## config.mk

```make
export PLATFORM = sky130hd
export DESIGN_NAME = sorted_list_merge_unit_flat
export DESIGN_NICKNAME = d
export VERILOG_FILES = /design/src/slm_pkg.sv /design/src/slm_req_if.sv /design/src/slm_rsp_if.sv /design/src/slm_ctrl.sv /design/src/slm_datapath.sv /design/src/sorted_list_merge_unit.sv /design/src/flat_wrapper.sv
export SDC_FILE = /design/constraint.sdc
export NUM_CORES = 2
export LEC_CHECK = 0
export ABC_AREA = 0
export BUFFER_PORTS_ARGS = -buffer_cell sky130_fd_sc_hd__clkbuf_2
export CAP_MARGIN = 40
export CORE_ASPECT_RATIO = 1.4
export CORE_MARGIN = 1
export CORE_UTILIZATION = 39
export DETAILED_ROUTE_END_ITERATION = 7
export PLACE_DENSITY = 0.52
export SETUP_SLACK_MARGIN = 0.2
export SYNTH_ARGS = -nofsm -noshare
export SYNTH_HDL_FRONTEND = slang
export SYNTH_SLANG_ARGS = --single-unit
```

## constraint.sdc

```tcl
create_clock -name clock -period 11.3 [get_ports clock]
set_clock_uncertainty 0.15 [all_clocks]
set_input_delay 1.13 -clock clock [delete_from_list [all_inputs] [get_ports clock]]
set_output_delay 1.13 -clock clock [all_outputs]
set_load 0.01 [all_outputs]
```

## src/slm_pkg.sv

```systemverilog
// ----------------------------------------------------------------------------
// slm_pkg: shared types for the sorted list merge unit
// Value type, controller state encoding, and the command and status bundles
// that pass between the controller and the datapath.
// ----------------------------------------------------------------------------
package slm_pkg;

   localparam int VALUE_W = 32;

   typedef logic signed [VALUE_W-1:0] value_type;

   typedef enum logic [1:0] {
      ST_LOAD,
      ST_PREP,
      ST_MERGE
   } state_type;

   // Commands from the controller to the datapath.
   typedef struct packed {
      logic load;   // input beats may be taken and appended
      logic prep;   // rewind both read pointers
      logic merge;  // emit merged results
   } cmd_type;

   // Status from the datapath to the controller.
   typedef struct packed {
      logic eos_seen;    // a beat with end_of_set was taken this cycle
      logic merge_done;  // the final result of the run was issued this cycle
   } sts_type;

endpackage

```

## src/slm_req_if.sv

```systemverilog
// ----------------------------------------------------------------------------
// slm_req_if: element input channel
// Valid/ready channel that carries one list element per beat.
// ----------------------------------------------------------------------------
interface slm_req_if import slm_pkg::*; ();

   logic      valid;
   logic      ready;
   logic      mode;
   value_type value;
   logic      end_of_set;

   modport source (output valid, output mode, output value, output end_of_set,
                   input ready);
   modport sink   (input valid, input mode, input value, input end_of_set,
                   output ready);

endinterface

```

## src/slm_rsp_if.sv

```systemverilog
// ----------------------------------------------------------------------------
// slm_rsp_if: merged result channel
// Valid/ready channel that carries one merged element per beat.
// ----------------------------------------------------------------------------
interface slm_rsp_if import slm_pkg::*; ();

   logic      valid;
   logic      ready;
   value_type merged_value;
   logic      last;
   logic      dropped;

   modport source (output valid, output merged_value, output last, output dropped,
                   input ready);
   modport sink   (input valid, input merged_value, input last, input dropped,
                   output ready);

endinterface

```

## src/slm_ctrl.sv

```systemverilog
// ----------------------------------------------------------------------------
// slm_ctrl: merge unit controller
// Sequences the load, pointer rewind and merge phases.
// ----------------------------------------------------------------------------
module slm_ctrl import slm_pkg::*; (
   input  logic    clock,
   input  logic    reset,
   input  sts_type sts,
   output cmd_type cmd
);

   state_type state_ff;
   state_type state_in;

   always_ff @(posedge clock) begin
      if (reset) begin
         state_ff <= ST_LOAD;
      end else begin
         state_ff <= state_in;
      end
   end

   always_comb begin
      state_in = state_ff;
      cmd      = '0;
      case (state_ff)
         ST_LOAD: begin
            cmd.load = 1'b1;
            if (sts.eos_seen) begin
               state_in = ST_PREP;
            end
         end
         ST_PREP: begin
            cmd.prep = 1'b1;
            state_in = ST_MERGE;
         end
         ST_MERGE: begin
            cmd.merge = 1'b1;
            if (sts.merge_done) begin
               state_in = ST_LOAD;
            end
         end
         default: begin
            state_in = ST_LOAD;
         end
      endcase
   end

endmodule

```

## src/slm_datapath.sv

```systemverilog
// ----------------------------------------------------------------------------
// slm_datapath: list storage and merge datapath
// Two list memories with registered reads, fill counts, read pointers, the
// merge compare and the result output register.
// ----------------------------------------------------------------------------
module slm_datapath import slm_pkg::*; #(
   parameter int LIST_DEPTH = 32
) (
   input  logic         clock,
   input  logic         reset,
   slm_req_if.sink      req,
   slm_rsp_if.source    rsp,
   input  cmd_type      cmd,
   output sts_type      sts
);

   localparam int CW = $clog2(LIST_DEPTH + 1);
   localparam int AW = (LIST_DEPTH > 1) ? $clog2(LIST_DEPTH) : 1;
   localparam logic [CW-1:0] DEPTH_C = CW'(LIST_DEPTH);

   value_type first_mem  [LIST_DEPTH];
   value_type second_mem [LIST_DEPTH];

   logic [CW-1:0] cnt_a_ff, cnt_a_in, cnt_b_ff, cnt_b_in;
   logic [CW-1:0] idx_a_ff, idx_a_in, idx_b_ff, idx_b_in;
   logic [CW-1:0] idx_a_plus, idx_b_plus;
   logic          ovf_ff, ovf_in;
   value_type     head_a_ff, head_b_ff;

   logic          rsp_valid_ff, rsp_valid_in;
   value_type     rsp_value_ff;
   logic          rsp_last_ff, rsp_drop_ff;

   logic accept, wr_a, wr_b, full_drop;
   logic a_has, b_has, take_a, last_pick, fire;

   // Load side.
   assign accept    = req.valid && cmd.load;
   assign wr_a      = accept && !req.mode && (cnt_a_ff < DEPTH_C);
   assign wr_b      = accept &&  req.mode && (cnt_b_ff < DEPTH_C);
   assign full_drop = accept && !wr_a && !wr_b;

   // Merge side: while merging, the heads hold the entries under the read pointers.
   assign a_has      = (idx_a_ff != cnt_a_ff);
   assign b_has      = (idx_b_ff != cnt_b_ff);
   assign take_a     = a_has && (!b_has || (head_a_ff <= head_b_ff));
   assign idx_a_plus = idx_a_ff + 1'b1;
   assign idx_b_plus = idx_b_ff + 1'b1;
   assign last_pick  = take_a ? ((idx_a_plus == cnt_a_ff) && !b_has)
                              : ((idx_b_plus == cnt_b_ff) && !a_has);
   assign fire       = cmd.merge && (!rsp_valid_ff || rsp.ready);

   assign sts.eos_seen   = accept && req.end_of_set;
   assign sts.merge_done = fire && last_pick;

   always_comb begin
      cnt_a_in = cnt_a_ff;
      cnt_b_in = cnt_b_ff;
      ovf_in   = ovf_ff;
      if (sts.merge_done) begin
         cnt_a_in = '0;
         cnt_b_in = '0;
         ovf_in   = 1'b0;
      end else begin
         if (wr_a) begin
            cnt_a_in = cnt_a_ff + 1'b1;
         end
         if (wr_b) begin
            cnt_b_in = cnt_b_ff + 1'b1;
         end
         if (full_drop) begin
            ovf_in = 1'b1;
         end
      end
   end

   always_comb begin
      idx_a_in = idx_a_ff;
      idx_b_in = idx_b_ff;
      if (cmd.prep) begin
         idx_a_in = '0;
         idx_b_in = '0;
      end else if (fire) begin
         if (take_a) begin
            idx_a_in = idx_a_plus;
         end else begin
            idx_b_in = idx_b_plus;
         end
      end
   end

   always_comb begin
      rsp_valid_in = rsp_valid_ff;
      if (fire) begin
         rsp_valid_in = 1'b1;
      end else if (rsp.ready) begin
         rsp_valid_in = 1'b0;
      end
   end

   always_ff @(posedge clock) begin
      if (reset) begin
         cnt_a_ff     <= '0;
         cnt_b_ff     <= '0;
         idx_a_ff     <= '0;
         idx_b_ff     <= '0;
         ovf_ff       <= 1'b0;
         rsp_valid_ff <= 1'b0;
      end else begin
         cnt_a_ff     <= cnt_a_in;
         cnt_b_ff     <= cnt_b_in;
         idx_a_ff     <= idx_a_in;
         idx_b_ff     <= idx_b_in;
         ovf_ff       <= ovf_in;
         rsp_valid_ff <= rsp_valid_in;
      end
   end

   // List memories: one write and one registered read each.
   always_ff @(posedge clock) begin
      if (wr_a) begin
         first_mem[cnt_a_ff[AW-1:0]] <= req.value;
      end
      head_a_ff <= first_mem[idx_a_in[AW-1:0]];
   end

   always_ff @(posedge clock) begin
      if (wr_b) begin
         second_mem[cnt_b_ff[AW-1:0]] <= req.value;
      end
      head_b_ff <= second_mem[idx_b_in[AW-1:0]];
   end

   always_ff @(posedge clock) begin
      if (fire) begin
         rsp_value_ff <= take_a ? head_a_ff : head_b_ff;
         rsp_last_ff  <= last_pick;
         rsp_drop_ff  <= ovf_ff;
      end
   end

   assign req.ready        = cmd.load;
   assign rsp.valid        = rsp_valid_ff;
   assign rsp.merged_value = rsp_value_ff;
   assign rsp.last         = rsp_last_ff;
   assign rsp.dropped      = rsp_drop_ff;

   // While merging, the read pointers never run past the fill counts.
   a_idx_in_range: assert property (@(posedge clock) disable iff (reset)
      cmd.merge |-> (idx_a_ff <= cnt_a_ff) && (idx_b_ff <= cnt_b_ff))
      else $error("read pointer beyond fill count");

   // Fill counts stay within the list capacity.
   a_cnt_in_range: assert property (@(posedge clock) disable iff (reset)
      (cnt_a_ff <= DEPTH_C) && (cnt_b_ff <= DEPTH_C))
      else $error("fill count beyond capacity");

   // A finished run leaves both lists empty and the drop flag clear.
   a_run_clears: assert property (@(posedge clock) disable iff (reset)
      sts.merge_done |=> (cnt_a_ff == '0) && (cnt_b_ff == '0) && !ovf_ff)
      else $error("state not cleared after run");

   // A result is only issued while there is something left to merge.
   a_fire_has_data: assert property (@(posedge clock) disable iff (reset)
      fire |-> (a_has || b_has))
      else $error("result issued with both lists exhausted");

endmodule

```

## src/sorted_list_merge_unit.sv

```systemverilog
// ----------------------------------------------------------------------------
// sorted_list_merge_unit: two-way merge of two sorted lists
// Stores two ascending lists of signed values and streams their merge.
// ----------------------------------------------------------------------------
// The req_bus channel takes one element per beat. The mode field picks the
// list (0 first, 1 second) and elements are appended in arrival order. Each
// list holds LIST_DEPTH entries; an element for a full list is discarded and
// every result of that run then carries dropped.
// The beat with end_of_set is stored like any other and starts the merge.
// req_bus.ready is high in every cycle of the load phase, so elements load
// at one per cycle. From the edge that takes the end_of_set beat until the
// final result enters the output register, ready stays low.
// After that edge the controller rewinds both read pointers, and the merge
// state then moves results into the output register that drives rsp_bus; one
// result is produced per cycle while rsp_bus keeps up, set by the single read
// port of each list memory and the one compare between the two list heads.
// Results are ascending; on equal values the first list's element goes first.
// The final result carries last. The output register holds a result until
// rsp_bus.ready takes it, and a stalled receiver simply pauses the merge.
// Loading of the next set may start while the final result still waits.
// Reset empties both lists and clears the drop flag and the output channel.
// ----------------------------------------------------------------------------
module sorted_list_merge_unit import slm_pkg::*; #(
   parameter int LIST_DEPTH = 32
) (
   input  logic      clock,
   input  logic      reset,
   slm_req_if.sink   req_bus,
   slm_rsp_if.source rsp_bus
);

   cmd_type cmd;
   sts_type sts;

   // The controller steps through load, pointer rewind and merge.
   slm_ctrl u_ctrl (
      .clock (clock),
      .reset (reset),
      .sts   (sts),
      .cmd   (cmd)
   );

   // The datapath owns both list memories and the result register.
   slm_datapath #(
      .LIST_DEPTH (LIST_DEPTH)
   ) u_datapath (
      .clock (clock),
      .reset (reset),
      .req   (req_bus),
      .rsp   (rsp_bus),
      .cmd   (cmd),
      .sts   (sts)
   );

endmodule

```

## src/flat_wrapper.sv

```systemverilog
// flat-port wrapper written by rule: the top's interface ports become plain ports
module sorted_list_merge_unit_flat import slm_pkg::*;
#(
   parameter int LIST_DEPTH = 32
)
  (clock, reset, req_bus_valid, req_bus_mode, req_bus_value, req_bus_end_of_set, req_bus_ready, rsp_bus_valid, rsp_bus_merged_value, rsp_bus_last, rsp_bus_dropped, rsp_bus_ready);
  slm_req_if req_bus_i ();
  slm_rsp_if rsp_bus_i ();
  input  logic clock;
  input  logic reset;
  input wire logic [$bits(req_bus_i.valid)-1:0] req_bus_valid;
  input wire logic [$bits(req_bus_i.mode)-1:0] req_bus_mode;
  input wire logic [$bits(req_bus_i.value)-1:0] req_bus_value;
  input wire logic [$bits(req_bus_i.end_of_set)-1:0] req_bus_end_of_set;
  output wire logic [$bits(req_bus_i.ready)-1:0] req_bus_ready;
  output wire logic [$bits(rsp_bus_i.valid)-1:0] rsp_bus_valid;
  output wire logic [$bits(rsp_bus_i.merged_value)-1:0] rsp_bus_merged_value;
  output wire logic [$bits(rsp_bus_i.last)-1:0] rsp_bus_last;
  output wire logic [$bits(rsp_bus_i.dropped)-1:0] rsp_bus_dropped;
  input wire logic [$bits(rsp_bus_i.ready)-1:0] rsp_bus_ready;
  assign req_bus_i.valid = req_bus_valid;
  assign req_bus_i.mode = req_bus_mode;
  assign req_bus_i.value = req_bus_value;
  assign req_bus_i.end_of_set = req_bus_end_of_set;
  assign req_bus_ready = req_bus_i.ready;
  assign rsp_bus_valid = rsp_bus_i.valid;
  assign rsp_bus_merged_value = rsp_bus_i.merged_value;
  assign rsp_bus_last = rsp_bus_i.last;
  assign rsp_bus_dropped = rsp_bus_i.dropped;
  assign rsp_bus_i.ready = rsp_bus_ready;
  sorted_list_merge_unit #(.LIST_DEPTH(LIST_DEPTH)) u_core (.clock(clock), .reset(reset), .req_bus(req_bus_i), .rsp_bus(rsp_bus_i));
endmodule
```

==> out/metrics.cfg <==
[grt]
overflow=0
gr-usage-all-layers_pct=22.7
grt_pass1_vias=47600
grt_max_degree=129
grt_pass1_wl_mm=358
grt_antenna_before_repair=9

[worst_setup_path]
critPathLaunchType=register
r2r_cells=14
criticalPathCategory=reg -> reg
endpoint=u_core.u_datapath.head_b_ff[19]$_DFF_P_
worstPathMaxFanout=45
timing.rr.start=u_core.u_datapath.head_b_ff[31]$_DFF_P_
worstPathArrival_ns=7.02
worstReg2RegEnd=u_core.u_datapath.head_b_ff[19]$_DFF_P_
critPathLaunch=u_core.u_datapath.head_b_ff[31]$_DFF_P_
cp-end-kind=register
rrSetupSlack_ns=4.79
cp_data_required_time_ns=11.81

[drt]
wire_per_inst_um=29.3
route.vias.total=49100
drtPass1Iterations=6
drc=0
antenna_left=0
drt_iter0_drc=4309
viasPerCell=5.65
routed_wl_mm=255

[power_and_ir_drop]
ir_drop_v=0.000112
p_leak_nw=30.7
power_density_nw_per_um2=172
power_mw=16.7

[yosys]
async_flop_share_pct=0
synth.distinct_cells=64
syn_area_um2=85300
syn_inst=5553
netlist_top_cells_area=edfxtp_1 (73%), mux2i_1 (7.6%), nand2_1 (4.6%)
yosysTopAreaCell=edfxtp_1
syn_nets=5633
synth-seq-cells=2174
syn_area_per_cell_um2=15.4
dominantRegCellSynth=edfxtp_1
yosys_warnings=0
synthTopCellsByCount=edfxtp_1 (2082), nand2_1 (1037), mux2i_1 (644)
yosysMostFrequentCell=edfxtp_1
seq_area_frac_synth_pct=75.4
synth_top_area_share_pct=73.3
synth_edf_count=2082

[sta]
worst_pin_slew_ns=0.953
period_share_pct=57.6
final-max-slew-violation-count=0
setup_viol=0
fmax_mhz=154
tns_ns=0
period_minus_slack_ns=6.51
slew-limit-headroom_pct=36.4
grt_setup_unrepaired=no
final-hold-violation-count=0

[clock_network]
cts_made_buffers=216
ctsResizeCount=0
cts-root-buf=clkbuf_16
path_clk_slew_ns=0.07
cts.sinks=2174
htree_levels=4
ctsLongestPathBuffers=4
tritoncts=built
hold_buffers=0
cts_setup_buffers=0
clock_latency_ns=0.87

[die]
fp.coreArea_um2=217000
die_area_um2=221000
io_pins=74
num_rows=202
initial_core_util_pct=39.4
die_y_um=556
die_w_um=397

[outcome]
status=completed

[place]
hpwl_mm=133
portBuffers=73
gp_congestion=0.795

[layout]
area_growth_pct=13.3
nFillCells=19100
seqCellArea_um2=64400
multiInputGateArea_um2=19900
nets=5750
final_layout_size_suffix_gt1_share_pct=12.1

[flow_run]
maxCapViolCount=0

[worst_hold_path]
worstHoldPathType=reg -> reg

-- metrics by stage --
stage | util (%) | worst slack, ns | hold WS (ns) | std cells | area, µm²
detailed placement | 41.4 | 4.78 | 0.291 | 8308 | 89800
global placement | 41.3 | 4.67 | 0.296 | 8294 | 89600
finish | 44.6 | 4.79 | 0.301 | 8699 | 96700
CTS | 44.6 | 4.78 | 0.292 | 8696 | 96700
floorplan | - | 6.96 | 0.259 | 5553 | 85300
global route | 44.6 | 4.50 | 0.308 | 8697 | 96700
-- cells in the final DEF, fill, tap and decap left out, drive strengths merged, types with 22 or more instances in the layout --
cell type  synthesis  final
clkbuf           162    358
nand2           1038   1038
xnor2             22     22
ha                42     42
a211oi            31     31
a32oi            130    130
clkinv             0     75
nand3            274    274
o221ai            37     37
buf              168    156
dfxtp             92     92
nor2             110    110
a22o              31     31
o22ai             96     96
inv               41     46
a31oi            102    102
mux2              62     62
o21ai             71     71
mux2i            645    645
edfxtp          2082   2082
a21oi             59     59
nand4            143    143
-- flip-flops by register name, summed over array words and instances (netlist names) --
signal	count
u_core.u_datapath.cnt_b_ff	6
u_core.u_datapath.idx_b_ff	6
u_core.u_datapath.rsp.dropped	1
u_core.u_datapath.first_mem	1024
u_core.u_ctrl.state_ff	2
u_core.u_datapath.idx_a_ff	6
u_core.u_datapath.ovf_ff	1
u_core.u_datapath.rsp.valid	1
u_core.u_datapath.rsp.merged_value	32
u_core.u_datapath.second_mem	1024
u_core.u_datapath.head_a_ff	32
u_core.u_datapath.rsp.last	1
u_core.u_datapath.cnt_a_ff	6
u_core.u_datapath.head_b_ff	32
-- per-layer routing --
metal	share of wire, %	track usage (%)	up-vias
met4	3.0	6.76	0
met2	50	39.1	1678
met1	41	29.5	25500
li1	-	-	21500
met5	0	0	-
met3	6.2	3.17	417
-- final cells by class --
cell class,count,share of cell area (%)
clock buffer,285,6.14
multi-input combinational,3008,20.6
sequential,2174,66.6
inverter,41,0.159
tap,2856,3.70
clock inverter,103,0.982
antenna,3,0.00777
timing repair buffer,229,1.87
-- kinds of logic after synthesis --
family,synth area share (%)
flops,75.4
simple gates,8.25
mux,8.40
compound gates,4.86
buf+inv,2.06
fa+ha+maj,0.616
xor+xnor,0.410
-- report_power, final --
part | switching (mW) | internal [mW]
Clock | 3.04 | 4.07
Sequential | 0.0409 | 8.88
Combinational | 0.468 | 0.171
Total | 3.55 | 13.1
-- critical path, stage by stage, from the launching register on --
cell and delay, ns:
dfxtp_1 0.51, inv_1 0.11, ha_1 0.53, nand4_2 0.24, nor4_2 0.66, a21oi_1 0.31, a32o_1 0.35, nor4_1 0.62
a21o_4 0.51, buf_4 0.71, nand2_2 0.06, buf_4 0.36, o22ai_1 0.27, o22ai_1 0.15, a211oi_1 0.73
-- worst min path at each step --
stage,end,slack [ns],cells past startpoint,from
after detailed placement,u_core.u_datapath.rsp.dropped$_DFFE_PP_,0.29,0,u_core.u_datapath.ovf_ff$_SDFFE_PP0P_
after global routing,u_core.u_datapath.rsp.dropped$_DFFE_PP_,0.31,0,u_core.u_datapath.ovf_ff$_SDFFE_PP0P_
after CTS,u_core.u_datapath.rsp.dropped$_DFFE_PP_,0.29,0,u_core.u_datapath.ovf_ff$_SDFFE_PP0P_
after global placement,u_core.u_datapath.rsp.dropped$_DFFE_PP_,0.30,0,u_core.u_datapath.ovf_ff$_SDFFE_PP0P_
final,u_core.u_datapath.rsp.dropped$_DFFE_PP_,0.30,0,u_core.u_datapath.ovf_ff$_SDFFE_PP0P_
after floorplan,u_core.u_datapath.rsp.dropped$_DFFE_PP_,0.26,0,u_core.u_datapath.ovf_ff$_SDFFE_PP0P_
Note: power is estimated with default switching activity, not from simulation.
